File: src/rtl/dual_notch_cascade_mix_unit_defines.svh
// Assertion macros for the notch cascade mix unit.
`ifndef DUAL_NOTCH_CASCADE_MIX_UNIT_DEFINES_SVH
`define DUAL_NOTCH_CASCADE_MIX_UNIT_DEFINES_SVH

// Same-cycle implication, checked on clk_i, off during reset.
`define DNCM_ASSERT_IMP(name, ante, cons) \
  name: assert property (@(posedge clk_i) disable iff (!rst_ni) (ante) |-> (cons)) \
    else $error("dncm assertion failed");

// Next-cycle implication, checked on clk_i, off during reset.
`define DNCM_ASSERT_NXT(name, ante, cons) \
  name: assert property (@(posedge clk_i) disable iff (!rst_ni) (ante) |=> (cons)) \
    else $error("dncm assertion failed");

`endif

File: src/rtl/dncm_pkg.sv
// Types, constants, microcode program and helpers of the notch cascade mix unit.
`default_nettype none

package dncm_pkg;

  localparam int unsigned DEF_STAGES   = 2;
  localparam int unsigned DEF_CHANNELS = 2;

  localparam int unsigned SMP_W     = 24;  // audio sample
  localparam int unsigned CFG_W     = 32;  // config write data
  localparam int unsigned CFG_IDX_W = 3;
  localparam int unsigned COEF_W    = 32;  // Q4.28 coefficient
  localparam int unsigned SIG_W     = 32;  // stage signal, 4 bits below sample lsb
  localparam int unsigned DRY_W     = 28;
  localparam int unsigned DRY_SHIFT = 4;
  localparam int unsigned ST_W      = 40;  // delay state
  localparam int unsigned PROD_W    = 64;
  localparam int unsigned RND_SHIFT = 28;
  localparam int unsigned RND_W     = PROD_W - RND_SHIFT;
  localparam int unsigned ACC_W     = 50;
  localparam int unsigned MIX_W     = 17;
  localparam int unsigned FULL_MIX  = 65536;
  localparam int unsigned MIX_SHIFT = 20;
  localparam int unsigned MIXQ_SHIFT = 16;
  localparam int unsigned PC_W      = 4;

  typedef enum logic [CFG_IDX_W-1:0] {
    REG_LOW_EDGE   = 3'd0,
    REG_LOW_MID    = 3'd1,
    REG_LOW_POLE   = 3'd2,
    REG_HIGH_EDGE  = 3'd3,
    REG_HIGH_MID   = 3'd4,
    REG_HIGH_POLE  = 3'd5,
    REG_WET        = 3'd6
  } cfg_reg_e;

  // microcode fields
  typedef enum logic [1:0] {
    CS_B0    = 2'd0,
    CS_B1    = 2'd1,
    CS_A2    = 2'd2,
    CS_DEPTH = 2'd3
  } csel_e;

  typedef enum logic [1:0] {
    SS_X   = 2'd0,
    SS_Y   = 2'd1,
    SS_DRY = 2'd2
  } ssel_e;

  typedef enum logic [2:0] {
    ACC_NOP      = 3'd0,
    ACC_RND_S2   = 3'd1,
    ACC_SUB_RND  = 3'd2,
    ACC_DRY_PROD = 3'd3,
    ACC_SUB_PROD = 3'd4
  } acc_op_e;

  typedef enum logic [2:0] {
    J_NEXT = 3'd0,  // fall through
    J_GOTO = 3'd1,
    J_WAIT = 3'd2,  // hold until a word arrives, branch on bypass
    J_LOOP = 3'd3,  // branch while stages remain
    J_HOLD = 3'd4   // hold while output busy, else branch
  } jmp_e;

  typedef struct packed {
    logic            accept;
    logic            mem_rd;
    logic            ld_y;
    logic            mem_wr;
    logic            ld_out;
    acc_op_e         acc_op;
    csel_e           csel;
    ssel_e           ssel;
    jmp_e            jmp;
    logic [PC_W-1:0] target;
  } ctrl_t;

  typedef struct packed {
    logic in_fire;
    logic bypass;
    logic more;
    logic out_busy;
  } cond_t;

  localparam logic [PC_W-1:0] PC_WAIT = 4'd0;
  localparam logic [PC_W-1:0] PC_RD   = 4'd1;
  localparam logic [PC_W-1:0] PC_Y    = 4'd2;
  localparam logic [PC_W-1:0] PC_S1A  = 4'd3;
  localparam logic [PC_W-1:0] PC_S1B  = 4'd4;
  localparam logic [PC_W-1:0] PC_WR   = 4'd5;
  localparam logic [PC_W-1:0] PC_MIXA = 4'd6;
  localparam logic [PC_W-1:0] PC_MIXB = 4'd7;
  localparam logic [PC_W-1:0] PC_MIXC = 4'd8;
  localparam logic [PC_W-1:0] PC_OUT  = 4'd9;

  // control store
  function automatic ctrl_t ucode_rom(input logic [PC_W-1:0] pc);
    ctrl_t w;
    w = '0;
    unique case (pc)
      PC_WAIT: begin
        w.accept = 1'b1;
        w.jmp    = J_WAIT;
        w.target = PC_OUT;
      end
      PC_RD: begin
        w.mem_rd = 1'b1;
        w.csel   = CS_B0;
        w.ssel   = SS_X;
      end
      PC_Y: begin
        w.ld_y = 1'b1;
        w.csel = CS_B1;
        w.ssel = SS_X;
      end
      PC_S1A: begin
        w.acc_op = ACC_RND_S2;
        w.csel   = CS_B1;
        w.ssel   = SS_Y;
      end
      PC_S1B: begin
        w.acc_op = ACC_SUB_RND;
        w.csel   = CS_A2;
        w.ssel   = SS_Y;
      end
      PC_WR: begin
        w.mem_wr = 1'b1;
        w.jmp    = J_LOOP;
        w.target = PC_RD;
      end
      PC_MIXA: begin
        w.csel = CS_DEPTH;
        w.ssel = SS_X;
      end
      PC_MIXB: begin
        w.acc_op = ACC_DRY_PROD;
        w.csel   = CS_DEPTH;
        w.ssel   = SS_DRY;
      end
      PC_MIXC: begin
        w.acc_op = ACC_SUB_PROD;
      end
      PC_OUT: begin
        w.ld_out = 1'b1;
        w.jmp    = J_HOLD;
        w.target = PC_WAIT;
      end
      default: begin
        w.jmp    = J_GOTO;
        w.target = PC_WAIT;
      end
    endcase
    return w;
  endfunction

  // (p + 2^27) >>> 28
  function automatic logic signed [RND_W-1:0] rnd_q28(input logic signed [PROD_W-1:0] p);
    logic signed [PROD_W-1:0] t;
    t = p + (PROD_W'(1) << (RND_SHIFT - 1));
    return t[PROD_W-1:RND_SHIFT];
  endfunction

  function automatic logic signed [SIG_W-1:0] sat_sig(input logic signed [ACC_W-1:0] v);
    logic same;
    same = (v[ACC_W-1:SIG_W-1] == {(ACC_W-SIG_W+1){v[ACC_W-1]}});
    if (same) return v[SIG_W-1:0];
    else if (v[ACC_W-1]) return {1'b1, {(SIG_W-1){1'b0}}};
    else return {1'b0, {(SIG_W-1){1'b1}}};
  endfunction

  function automatic logic signed [ST_W-1:0] sat_st(input logic signed [ACC_W-1:0] v);
    logic same;
    same = (v[ACC_W-1:ST_W-1] == {(ACC_W-ST_W+1){v[ACC_W-1]}});
    if (same) return v[ST_W-1:0];
    else if (v[ACC_W-1]) return {1'b1, {(ST_W-1){1'b0}}};
    else return {1'b0, {(ST_W-1){1'b1}}};
  endfunction

  function automatic logic signed [SMP_W-1:0] sat_smp(
    input logic signed [ACC_W-MIX_SHIFT-1:0] v
  );
    logic same;
    same = (v[ACC_W-MIX_SHIFT-1:SMP_W-1] == {(ACC_W-MIX_SHIFT-SMP_W+1){v[ACC_W-MIX_SHIFT-1]}});
    if (same) return v[SMP_W-1:0];
    else if (v[ACC_W-MIX_SHIFT-1]) return {1'b1, {(SMP_W-1){1'b0}}};
    else return {1'b0, {(SMP_W-1){1'b1}}};
  endfunction

endpackage

`default_nettype wire

File: src/rtl/dncm_seq.sv
// Microcode sequencer: step counter, control store lookup and jumps.
`default_nettype none

module dncm_seq
  import dncm_pkg::*;
(
  input  wire   clk_i,
  input  wire   rst_ni,
  input  cond_t cond_i,
  output ctrl_t ctrl_o
);

  logic [PC_W-1:0] pc_q, pc_d;
  ctrl_t           ctrl;

  assign ctrl   = ucode_rom(pc_q);
  assign ctrl_o = ctrl;

  always_comb begin
    unique case (ctrl.jmp)
      J_NEXT: pc_d = pc_q + PC_W'(1);
      J_GOTO: pc_d = ctrl.target;
      J_WAIT: begin
        if (!cond_i.in_fire) pc_d = pc_q;
        else if (cond_i.bypass) pc_d = ctrl.target;
        else pc_d = pc_q + PC_W'(1);
      end
      J_LOOP: pc_d = cond_i.more ? ctrl.target : pc_q + PC_W'(1);
      J_HOLD: pc_d = cond_i.out_busy ? pc_q : ctrl.target;
      default: pc_d = PC_WAIT;
    endcase
  end

  always_ff @(posedge clk_i or negedge rst_ni) begin
    if (!rst_ni) begin
      pc_q <= PC_WAIT;
    end else begin
      pc_q <= pc_d;
    end
  end

endmodule

`default_nettype wire

File: src/rtl/dual_notch_cascade_mix_unit.sv
// Top level: notch biquad cascade with dry/wet mix on a shared multiplier.
//
//   channel  direction  handshake              payload
//   in       in         in_valid_i/in_ready_o  sample_in_i, channel_in_i
//   out      out        out_valid_o/out_ready_i sample_out_o, channel_out_o
//   cfg      in         cfg_we_i               cfg_idx_i, cfg_wdata_i
//
// A word takes five steps per biquad on one 32x32 multiplier for each stage of both banks,
// then three mix steps and the load into the result register; the next word is taken
// after that load. A word for an unused channel goes from its accept straight to the load.
// Reset clears the delay state valid bits at once; no clearing pass.
// The result waits in the output register; the sequencer parks at its last step while that
// register is full and out_ready_i is low, and accepts the next word once it loads.
`default_nettype none
`include "dual_notch_cascade_mix_unit_defines.svh"

module dual_notch_cascade_mix_unit
  import dncm_pkg::*;
#(
  parameter int unsigned STAGES_PER_BANK = DEF_STAGES,
  parameter int unsigned CHANNELS        = DEF_CHANNELS
) (
  input  wire                        clk_i,
  input  wire                        rst_ni,
  input  wire                        in_valid_i,
  output logic                       in_ready_o,
  input  wire  signed [SMP_W-1:0]    sample_in_i,
  input  wire                        channel_in_i,
  output logic                       out_valid_o,
  input  wire                        out_ready_i,
  output logic signed [SMP_W-1:0]    sample_out_o,
  output logic                       channel_out_o,
  input  wire                        cfg_we_i,
  input  wire         [CFG_IDX_W-1:0] cfg_idx_i,
  input  wire         [CFG_W-1:0]    cfg_wdata_i
);

  localparam int unsigned NSTAGE = 2 * STAGES_PER_BANK;
  localparam int unsigned DEPTH  = CHANNELS * NSTAGE;
  localparam int unsigned ADDR_W = (DEPTH > 1) ? $clog2(DEPTH) : 1;
  localparam int unsigned STG_W  = $clog2(NSTAGE);

  // configuration
  logic signed [COEF_W-1:0] low_b0_q, low_b1_q, low_a2_q;
  logic signed [COEF_W-1:0] high_b0_q, high_b1_q, high_a2_q;
  logic        [MIX_W-1:0]  wet_q;

  always_ff @(posedge clk_i or negedge rst_ni) begin
    if (!rst_ni) begin
      low_b0_q  <= COEF_W'(1) << RND_SHIFT;
      low_b1_q  <= '0;
      low_a2_q  <= '0;
      high_b0_q <= COEF_W'(1) << RND_SHIFT;
      high_b1_q <= '0;
      high_a2_q <= '0;
      wet_q     <= '0;
    end else if (cfg_we_i) begin
      unique case (cfg_reg_e'(cfg_idx_i))
        REG_LOW_EDGE:  low_b0_q  <= cfg_wdata_i;
        REG_LOW_MID:   low_b1_q  <= cfg_wdata_i;
        REG_LOW_POLE:  low_a2_q  <= cfg_wdata_i;
        REG_HIGH_EDGE: high_b0_q <= cfg_wdata_i;
        REG_HIGH_MID:  high_b1_q <= cfg_wdata_i;
        REG_HIGH_POLE: high_a2_q <= cfg_wdata_i;
        REG_WET:       wet_q     <= cfg_wdata_i[MIX_W-1:0];
        default: ;
      endcase
    end
  end

  // sequencer
  ctrl_t ctrl;
  cond_t cond;

  dncm_seq u_seq (
    .clk_i  (clk_i),
    .rst_ni (rst_ni),
    .cond_i (cond),
    .ctrl_o (ctrl)
  );

  // datapath registers
  logic signed [SMP_W-1:0]  sample_q;
  logic                     chan_q;
  logic                     bypass_q;
  logic        [STG_W-1:0]  stage_q;
  logic signed [SIG_W-1:0]  x_q, y_q;
  logic signed [RND_W-1:0]  b0x_q;
  logic signed [ACC_W-1:0]  acc_q;
  logic signed [PROD_W-1:0] prod_q;
  logic                     out_busy;

  logic in_fire, bypass_in, more;
  assign in_ready_o = ctrl.accept;
  assign in_fire    = in_valid_i & ctrl.accept;
  assign bypass_in  = !(32'(channel_in_i) < CHANNELS);
  assign more       = (stage_q != STG_W'(NSTAGE - 1));
  assign out_busy   = out_valid_o & ~out_ready_i;

  assign cond = '{in_fire: in_fire, bypass: bypass_in, more: more, out_busy: out_busy};

  // coefficient bank follows the stage index
  logic                     bank_hi;
  logic signed [COEF_W-1:0] b0_c, b1_c, a2_c;
  logic        [MIX_W-1:0]  depth;
  logic signed [DRY_W-1:0]  dry;
  logic signed [COEF_W-1:0] mul_c;
  logic signed [SIG_W-1:0]  mul_s;
  logic signed [RND_W-1:0]  rnd_p;
  logic signed [ACC_W-1:0]  prod_acc;

  assign bank_hi  = (32'(stage_q) >= STAGES_PER_BANK);
  assign b0_c     = bank_hi ? high_b0_q : low_b0_q;
  assign b1_c     = bank_hi ? high_b1_q : low_b1_q;
  assign a2_c     = bank_hi ? high_a2_q : low_a2_q;
  assign depth    = (wet_q > MIX_W'(FULL_MIX)) ? MIX_W'(FULL_MIX) : wet_q;
  assign dry      = {sample_q, {DRY_SHIFT{1'b0}}};
  assign rnd_p    = rnd_q28(prod_q);
  assign prod_acc = prod_q[ACC_W-1:0];

  always_comb begin
    unique case (ctrl.csel)
      CS_B0:    mul_c = b0_c;
      CS_B1:    mul_c = b1_c;
      CS_A2:    mul_c = a2_c;
      CS_DEPTH: mul_c = signed'(COEF_W'(depth));
      default:  mul_c = b0_c;
    endcase
    unique case (ctrl.ssel)
      SS_X:    mul_s = x_q;
      SS_Y:    mul_s = y_q;
      SS_DRY:  mul_s = SIG_W'(dry);
      default: mul_s = x_q;
    endcase
  end

  always_ff @(posedge clk_i) begin
    prod_q <= mul_c * mul_s;
  end

  // delay state memories
  logic [ADDR_W-1:0]       addr;
  logic signed [ST_W-1:0]  s1_mem [DEPTH];
  logic signed [ST_W-1:0]  s2_mem [DEPTH];
  logic signed [ST_W-1:0]  s1_rd_q, s2_rd_q;
  logic signed [ST_W-1:0]  s1_eff, s2_eff;
  logic signed [ST_W-1:0]  s1_new, s2_new;
  logic [DEPTH-1:0]        vld_q;
  logic                    rd_vld_q;

  assign addr   = ADDR_W'(32'(chan_q) * NSTAGE + 32'(stage_q));
  assign s1_eff = rd_vld_q ? s1_rd_q : '0;
  assign s2_eff = rd_vld_q ? s2_rd_q : '0;
  assign s1_new = sat_st(acc_q);
  assign s2_new = sat_st(ACC_W'(b0x_q) - ACC_W'(rnd_p));

  always_ff @(posedge clk_i) begin
    if (ctrl.mem_wr) begin
      s1_mem[addr] <= s1_new;
      s2_mem[addr] <= s2_new;
    end
    if (ctrl.mem_rd) begin
      s1_rd_q <= s1_mem[addr];
      s2_rd_q <= s2_mem[addr];
    end
  end

  always_ff @(posedge clk_i or negedge rst_ni) begin
    if (!rst_ni) begin
      vld_q    <= '0;
      rd_vld_q <= 1'b0;
    end else begin
      if (ctrl.mem_wr) vld_q[addr] <= 1'b1;
      if (ctrl.mem_rd) rd_vld_q <= vld_q[addr];
    end
  end

  // control state
  always_ff @(posedge clk_i or negedge rst_ni) begin
    if (!rst_ni) begin
      stage_q  <= '0;
      bypass_q <= 1'b0;
    end else if (in_fire) begin
      stage_q  <= '0;
      bypass_q <= bypass_in;
    end else if (ctrl.mem_wr && more) begin
      stage_q  <= stage_q + STG_W'(1);
    end
  end

  // payload
  always_ff @(posedge clk_i) begin
    if (in_fire) begin
      sample_q <= sample_in_i;
      chan_q   <= channel_in_i;
      x_q      <= SIG_W'(signed'({sample_in_i, {DRY_SHIFT{1'b0}}}));
    end else if (ctrl.mem_wr) begin
      x_q      <= y_q;
    end
    if (ctrl.ld_y) begin
      y_q   <= sat_sig(ACC_W'(rnd_p) + ACC_W'(s1_eff));
      b0x_q <= rnd_p;
    end
    unique case (ctrl.acc_op)
      ACC_RND_S2:   acc_q <= ACC_W'(rnd_p) + ACC_W'(s2_eff);
      ACC_SUB_RND:  acc_q <= acc_q - ACC_W'(rnd_p);
      ACC_DRY_PROD: acc_q <= (ACC_W'(dry) <<< MIXQ_SHIFT) + prod_acc;
      ACC_SUB_PROD: acc_q <= acc_q - prod_acc;
      default: ;
    endcase
  end

  // output register
  logic signed [ACC_W-1:0] mix_rnd;
  logic signed [SMP_W-1:0] mix_res;
  logic                    out_ld;

  assign mix_rnd = acc_q + (ACC_W'(1) << (MIX_SHIFT - 1));
  assign mix_res = sat_smp(mix_rnd[ACC_W-1:MIX_SHIFT]);
  assign out_ld  = ctrl.ld_out & ~out_busy;

  always_ff @(posedge clk_i or negedge rst_ni) begin
    if (!rst_ni) begin
      out_valid_o <= 1'b0;
    end else if (out_ld) begin
      out_valid_o <= 1'b1;
    end else if (out_ready_i) begin
      out_valid_o <= 1'b0;
    end
  end

  always_ff @(posedge clk_i) begin
    if (out_ld) begin
      sample_out_o  <= bypass_q ? sample_q : mix_res;
      channel_out_o <= chan_q;
    end
  end

  // checks
  `DNCM_ASSERT_NXT(a_accept_leaves_wait, in_valid_i && in_ready_o, !in_ready_o)
  `DNCM_ASSERT_IMP(a_no_state_write_on_bypass, ctrl.mem_wr, !bypass_q)
  `DNCM_ASSERT_IMP(a_stage_in_range, 1'b1, 32'(stage_q) < NSTAGE)
  `DNCM_ASSERT_NXT(a_result_loads, out_ld, out_valid_o)

endmodule

`default_nettype wire
File: config.mk
export PLATFORM = sky130hd
export DESIGN_NAME = dual_notch_cascade_mix_unit
export DESIGN_NICKNAME = d
export VERILOG_FILES = /design/src/rtl/dncm_pkg.sv /design/src/rtl/dncm_seq.sv /design/src/rtl/dual_notch_cascade_mix_unit.sv
export VERILOG_INCLUDE_DIRS = /design/src /design/src/rtl
export SDC_FILE = /design/constraint.sdc
export NUM_CORES = 2
export LEC_CHECK = 0
export BUFFER_PORTS_ARGS = -buffer_cell sky130_fd_sc_hd__buf_2
export CAP_MARGIN = 20
export CELL_PAD_IN_SITES_DETAIL_PLACEMENT = 0
export CELL_PAD_IN_SITES_GLOBAL_PLACEMENT = 1
export CORE_MARGIN = 10
export CORE_UTILIZATION = 53
export CTS_CLUSTER_SIZE = 25
export DETAILED_ROUTE_END_ITERATION = 10
export PLACE_DENSITY = 0.86
export SYNTH_ARGS = -nofsm -noshare
export SYNTH_HDL_FRONTEND = slang
export SYNTH_SLANG_ARGS = --single-unit
File: constraint.sdc
create_clock -name clk_i -period 12.45 [get_ports clk_i]
set_input_delay 0.6225 -clock clk_i [delete_from_list [all_inputs] [get_ports clk_i]]
set_output_delay 0.6225 -clock clk_i [all_outputs]
set_load 0.005 [all_outputs]
After elaboration in Yosys (flattened, before gate mapping)
Memories as Yosys holds them, arrays and structs flattened. A register that Yosys moved wholly into a read port is not among the register bits.
Cells that the tools add are included.
{"block": "totals", "mem_count": 2, "input_bits": 65, "output_inout_bits": 27, "mem_bits_rw": 640, "register_bits": 489, "word_cells": 141}
{"block": "classes", "reduce_logical": 19, "bitwise_logic": 6, "mul": 1, "eq_ne": 35, "mux": 41, "n_addsub": 11, "magnitude_cmp": 4}
{"name": "s1_mem", "words": 8, "word_bits": 40, "read_ports": 1, "rd_ports_with_merged_regs": 1, "write_ports": 1, "line_no": "dual_notch_cascade_mix_unit.sv:143", "source": "logic signed [ST_W-1:0] s1_mem [DEPTH];"}
{"name": "s2_mem", "words": 8, "word_bits": 40, "read_ports": 1, "rd_ports_with_merged_regs": 1, "write_ports": 1, "line_no": "dual_notch_cascade_mix_unit.sv:144", "source": "logic signed [ST_W-1:0] s2_mem [DEPTH];"}
{"operator": "$mux 40", "count": 6}
{"operator": "$mux 32", "count": 7}
{"operator": "$pmux 50 s4", "count": 1}
{"operator": "$pmux 32 s4", "count": 1}
{"operator": "$add 36x40->41", "count": 2}
{"operator": "$add 64x29->64 const B", "count": 1}
{"operator": "$mul 32x32->64", "count": 1}
{"operator": "$pmux 32 s2", "count": 1}
{"operator": "$add 44x50->50", "count": 1}
{"operator": "$add 50x21->50 const B", "count": 1}
{"operator": "$sub 50x36->50", "count": 1}
{"operator": "$sub 50x50->50", "count": 1}
{"operator": "$mux 24", "count": 2}
{"operator": "$pmux 4 s5", "count": 2}
{"operator": "$sub 36x36->37", "count": 1}
{"operator": "$pmux 7 s4", "count": 1}
{"operator": "$eq 10x10->1", "count": 2}
{"operator": "$eq 18x18->1", "count": 1}
{"operator": "$eq 3x2->1 const B", "count": 6}
{"operator": "$gt 17x17->1 const B", "count": 1}
{"operator": "$mux 17", "count": 1}
{"operator": "$eq 4x3->1 const B", "count": 4}
{"operator": "$reduce_and 2->1", "count": 8}
{"operator": "$eq 3x3->1 const B", "count": 5}
{"operator": "30 further kinds", "count": 59}

Longest topological paths before layout
{"block": "logic_depth", "ltp_word": 6, "depth_mapped": 40, "ltp_nobuf": 35}

Cells and area by module
Synthesis repeated with hierarchy kept, for this count alone.
{"block": "unflattened", "cells_unflattened": 8170, "hier_area_um2": 92794.0}
{"module": "dual_notch_cascade_mix_unit", "cells_per_inst": 8104, "instances": 1, "seq_area_each_um2": 33589.7, "area_per_inst_um2": 92239.7}
{"module": "dncm_seq", "cells_per_inst": 66, "instances": 1, "seq_area_each_um2": 100.1, "area_per_inst_um2": 554.3}

Worst setup path after synthesis
No wires, ideal clock.
{"block": "synth_path", "path_type": "reg2reg", "start": "register u_seq.pc_q[2]", "end": "register prod_q[61]", "setup_ns": 0.119, "setup_slack_ns": 2.454, "synth_period_minus_slack_ns": 9.996, "arrival_ns": 9.878, "path_buffers": 7, "path_stages_with_launch": 38, "path_cell_list": "dfrtp_1 > clkbuf_1 > nor2b_1 > clkbuf_1 > nand2_1 > inv_1 > clkbuf_1 > clkbuf_1 > ha_1 > clkbuf_1 > a22oi_1 > o21ai_0 > clkbuf_1 > nand2_1 > inv_1 > fa_1 > fa_1 > fa_1 > (+2 left out) > fa_1 > inv_1 > fa_1 > fa_1 > inv_1 > fa_1 > inv_1 > ha_1 > clkbuf_1 > a21o_1 > a21o_1 > a21oi_1 > nor2b_1 > o21ai_0 > a31o_2 > a31oi_1 > a31oi_1 > xnor2_1"}
{"block": "synth_via", "elab_chain_len": 5, "word_cells_on_any_way": 15}
{"element": "start: declaration", "line_no": "dncm_seq.sv:13", "source": "logic [PC_W-1:0] pc_q, pc_d;"}
{"element": "start signal: assignment", "line_no": "dncm_seq.sv:38", "source": "pc_q <= pc_d;"}
{"element": "$eq 4x3->1 / $eq 4x2->1 (equally long branches)", "line_no": "dncm_pkg.sv:102", "source": "unique case (pc)"}
{"element": "$pmux 4 s5 (*)", "line_no": "dncm_pkg.sv:102"}
{"element": "$eq 2x2->1, or another cell as far along", "line_no": "dual_notch_cascade_mix_unit.sv:122", "source": "unique case (ctrl.csel)"}
{"element": "$pmux 32 s4 / $pmux 32 s2 (equally long branches)", "line_no": "dual_notch_cascade_mix_unit.sv:122, dual_notch_cascade_mix_unit.sv:129"}
{"element": "$mul 32x32->64 (*)", "line_no": "dual_notch_cascade_mix_unit.sv:138", "source": "prod_q <= mul_c * mul_s;"}
{"element": "end signal: assignment", "line_no": "dual_notch_cascade_mix_unit.sv:138"}
{"element": "end: declaration", "line_no": "dual_notch_cascade_mix_unit.sv:90", "source": "logic signed [PROD_W-1:0] prod_q;"}
Every way passes the cells marked *; elsewhere a longest branch is shown, timed or not.
A chain may end at the register's enable or synchronous reset.

Final worst setup path
{"block": "layout_path", "start": "register u_seq.pc_q[0]", "end": "register prod_q[61]"}
Same word-level chain as after synthesis.

==> reports/qor.csv <==
stage,metric,value,unit
grt,number of global-route vias before repair,68240,
route,Pre-antenna DRT Iters,7,
finish,fillers,13890,
yosys,Post-synth EDFFs,889,
yosys,post-synthesis sequential area ratio,37.07,%
finish,share of cells above drive strength 1,9.646,%
route,initial DRC count,6846,
yosys,"count leader, synth",nand2_1,
floorplan,Chip Width,434.1,um
yosys,net count after synthesis,9964,
sta,Final setup viols,0,
clocking,clock sink count,1182,
route,Vias/cell,6.120,
clocking,clock-pin slew on the worst setup and hold paths,0.06,ns
sta,RSZ-0062 raised after global routing,false,
place,IO buf count,91,
worst_setup_path,Top delay family on crit path,adder cells,
yosys,leading area contributor after synthesis,edfxtp_1,
worst_setup_path,CP max-delay cell,a211oi_1,
yosys,Ys Warns,0,
floorplan,Starting Density,53.51,%
worst_setup_path,Worst Setup End Kind,flip-flop,
worst_setup_path,Crit Path Class,flip-flop to flip-flop,
min_path,worst hold path type,input port to flip-flop,
yosys,Synth top area share,29.37,%
worst_setup_path,CP dominant cell by count,fa_1,
worst_setup_path,Worst path max stage delay,1.03,ns
grt,largest net degree at the start of global routing,81,
clocking,root buffer cell,clkbuf_16,
grt,first-pass GRT wire length,431300,um
clocking,CTS HTree Levels,4,
finish,area growth from synthesis to final layout,9.136,%
sta,clk_skew,0.07565,ns
worst_setup_path,Reg2Reg Depth,30,
min_path,HP Start,channel_in_i,
clocking,clk buf depth,3,
worst_setup_path,r2r setup slk,1.05,ns
sta,Max Fclk,87.69,MHz
route,wire per inst,26.42,um
worst_setup_path,Buf/Inv on CP,6,
yosys,post-synth cell types,77,
yosys,Syn Inst Count,8427,
route,DRC viols,0,
grt,initial antenna violation count,10,
sta,min Tclk post-route,11.40,ns
yosys,Yosys reg bits,1182,
worst_setup_path,CP Data Required Time,13.12,ns
clocking,cts bufs inserted,130,
place,RD Place Congestion,0.9728,
floorplan,FP Rows,151,
yosys,Post-synth top cells,"1103 x nand2_1, 1098 x inv_1, 1087 x fa_1",
worst_setup_path,"Arr. time, crit path",12.07,ns
worst_setup_path,CP Max Fanout,75,
finish,Layout Nets,9996,
yosys,commonest register cell after synthesis,edfxtp_1,
min_path,Hold Crit Endpoint,chan_q$_DFFE_PP_,
route,DR vias,66030,
sta,max_slew headroom,16.61,%
route,post-route ant nets,0,
worst_setup_path,worst reg2reg startpoint,u_seq.pc_q[0]$_DFFE_PN0P_,
yosys,ys async rst share,19.04,%
floorplan,CORE AREA,0.1698,mm2
worst_setup_path,Setup crit start kind,flip-flop,
floorplan,Die ar.,0.1884,mm2
worst_setup_path,R2R Path End,prod_q[61]$_DFF_P_,
place,detailed placement HPWL,212100,um
min_path,Min-Delay Path Depth,1,
yosys,Syn Area/Cell,10.78,um2
route,Post-Route WL,285100,um
clocking,CTS tree,built,
grt,GRT Resource Usage Total,30.37,%
yosys,Post-Syn Area,0.09088,mm2
sta,worst-margin pin slew,1.243,ns
clocking,clock latency on the worst-skew pair,0.80,ns
sta,Final period util,91.60,%
floorplan,I/O pin count,92,
sta,setup_tns,0,ns
job,Max Cap Viol,0,
sta,Final Max Slew Viols,0,
yosys,top area cells in the synthesized netlist,"edfxtp_1 29%, fa_1 24%, dfrtp_1 6.1%",
sta,final hold viol count,0,
grt,GR Overflow Total,0,
clocking,post-CTS setup buffers,0,
floorplan,Die H,434.1,um
status,status,"complete, no violations",
## cells by family (layout without fill, tap and decap cells)
group	count (synthesis)	after routing	synth area share, %
and+or+nand+nor	2246	2246	10.82
buffers and inverters	1504	1640	6.217
adders and majority gates	1472	1472	29.24
DFF	1182	1182	37.07
other	0	7	0
muxes	235	235	2.880
AOI/OAI and AO/OA	1484	1484	10.84
xor gates and xnor gates	304	304	2.930
## per-stage QoR
stage               cells  hold WS, ns  util, %  setup WS [ns]  cell area, um2
CTS                 10780     0.007193    58.36          1.255           99120
floorplan            8427       0.3269        -          2.454           90880
global placement    10540       0.4524    55.69          1.377           94590
global route        10780      0.02343    58.39         0.6406           99170
finish              10790      0.05212    58.40          1.046           99180
detailed placement  10540       0.4542    55.73          1.338           94650
## placed cells by master (no fill, tap or decap), types with 23 or more instances in the layout
cell type / instances
dfrtp_1: 222
ha_1: 384
and2_1: 102
edfxtp_1: 889
dfxtp_1: 68
inv_1: 1098
nand4_1: 118
nand2b_1: 31
nor3_1: 47
o21a_1: 63
a31oi_1: 29
nand3_1: 82
xnor2_1: 184
a211oi_1: 29
nand2_1: 1102
a21oi_1: 398
a21o_1: 130
clkbuf_16: 132
fa_1: 1087
a22o_1: 27
o21bai_1: 35
buf_2: 91
nor2b_1: 40
o21ai_0: 195
mux2_2: 212
and3_1: 42
xor2_1: 120
mux2i_1: 23
buf_4: 204
nor2_1: 547
a22oi_1: 364
## worst reg2reg max path, delay by kind of cell (launching register included)
kind,cells,cell delay (ns)
simple gates,4,0.57
compound gates,8,4.15
flops,1,0.42
xor+xnor,1,0.15
fa+ha+maj,11,5.30
buf+inv,6,0.68
## flip-flops by register name, summed over array words and instances (netlist names), 32 cells and up
signal     count
low_a2_q      32
x_q           32
s1_mem       320
high_b1_q     32
prod_q        64
s2_rd_q       37
low_b0_q      32
b0x_q         36
high_a2_q     32
y_q           32
s1_rd_q       40
high_b0_q     32
low_b1_q      32
s2_mem       296
acc_q         50
## metal layers
layer | global-route usage [%] | up-vias | part of all wire [%]
met1 | 40.02 | 33490 | 39
met3 | 6.562 | 682 | 9.7
met5 | 0 | - | 0.0035
met2 | 47.38 | 3418 | 46
li1 | - | 28440 | -
met4 | 15.65 | 2 | 6.0
## final cells by class
class / instances / area [um2] / area share (%)
multi-input cells: 5741 / 51940 / 52.36
inverters: 1099 / 4125 / 4.159
clock inverters: 78 / 1013 / 1.022
flip-flops and latches: 1182 / 33690 / 33.97
diodes: 7 / 17.52 / 0.01766
well taps: 2218 / 2775 / 2.798
repair buffers: 305 / 2173 / 2.191
clock buffers: 158 / 3451 / 3.479
## worst max-delay path by stage
stage                                    from                 end  slack, ns  depth (start not counted)
detailed placement  u_seq.pc_q[0]$_DFFE_PN0P_  prod_q[59]$_DFF_P_       1.34                         31
global placement    u_seq.pc_q[0]$_DFFE_PN0P_  prod_q[61]$_DFF_P_       1.38                         30
CTS                 u_seq.pc_q[0]$_DFFE_PN0P_  prod_q[61]$_DFF_P_       1.25                         30
global route        u_seq.pc_q[0]$_DFFE_PN0P_  prod_q[59]$_DFF_P_       0.64                         31
finish              u_seq.pc_q[0]$_DFFE_PN0P_  prod_q[61]$_DFF_P_       1.05                         30
floorplan           u_seq.pc_q[2]$_DFFE_PN0P_  prod_q[61]$_DFF_P_       2.45                         37
## repair_timing
item                       CTS  global route
hold buffers                 1             0
setup endpoints to repair    0             0
hold endpoints to repair    72             0
resized for setup            0             0
Power is not shown: default switching activity piles up to over one toggle a cycle in this logic, so the estimate is an artifact.
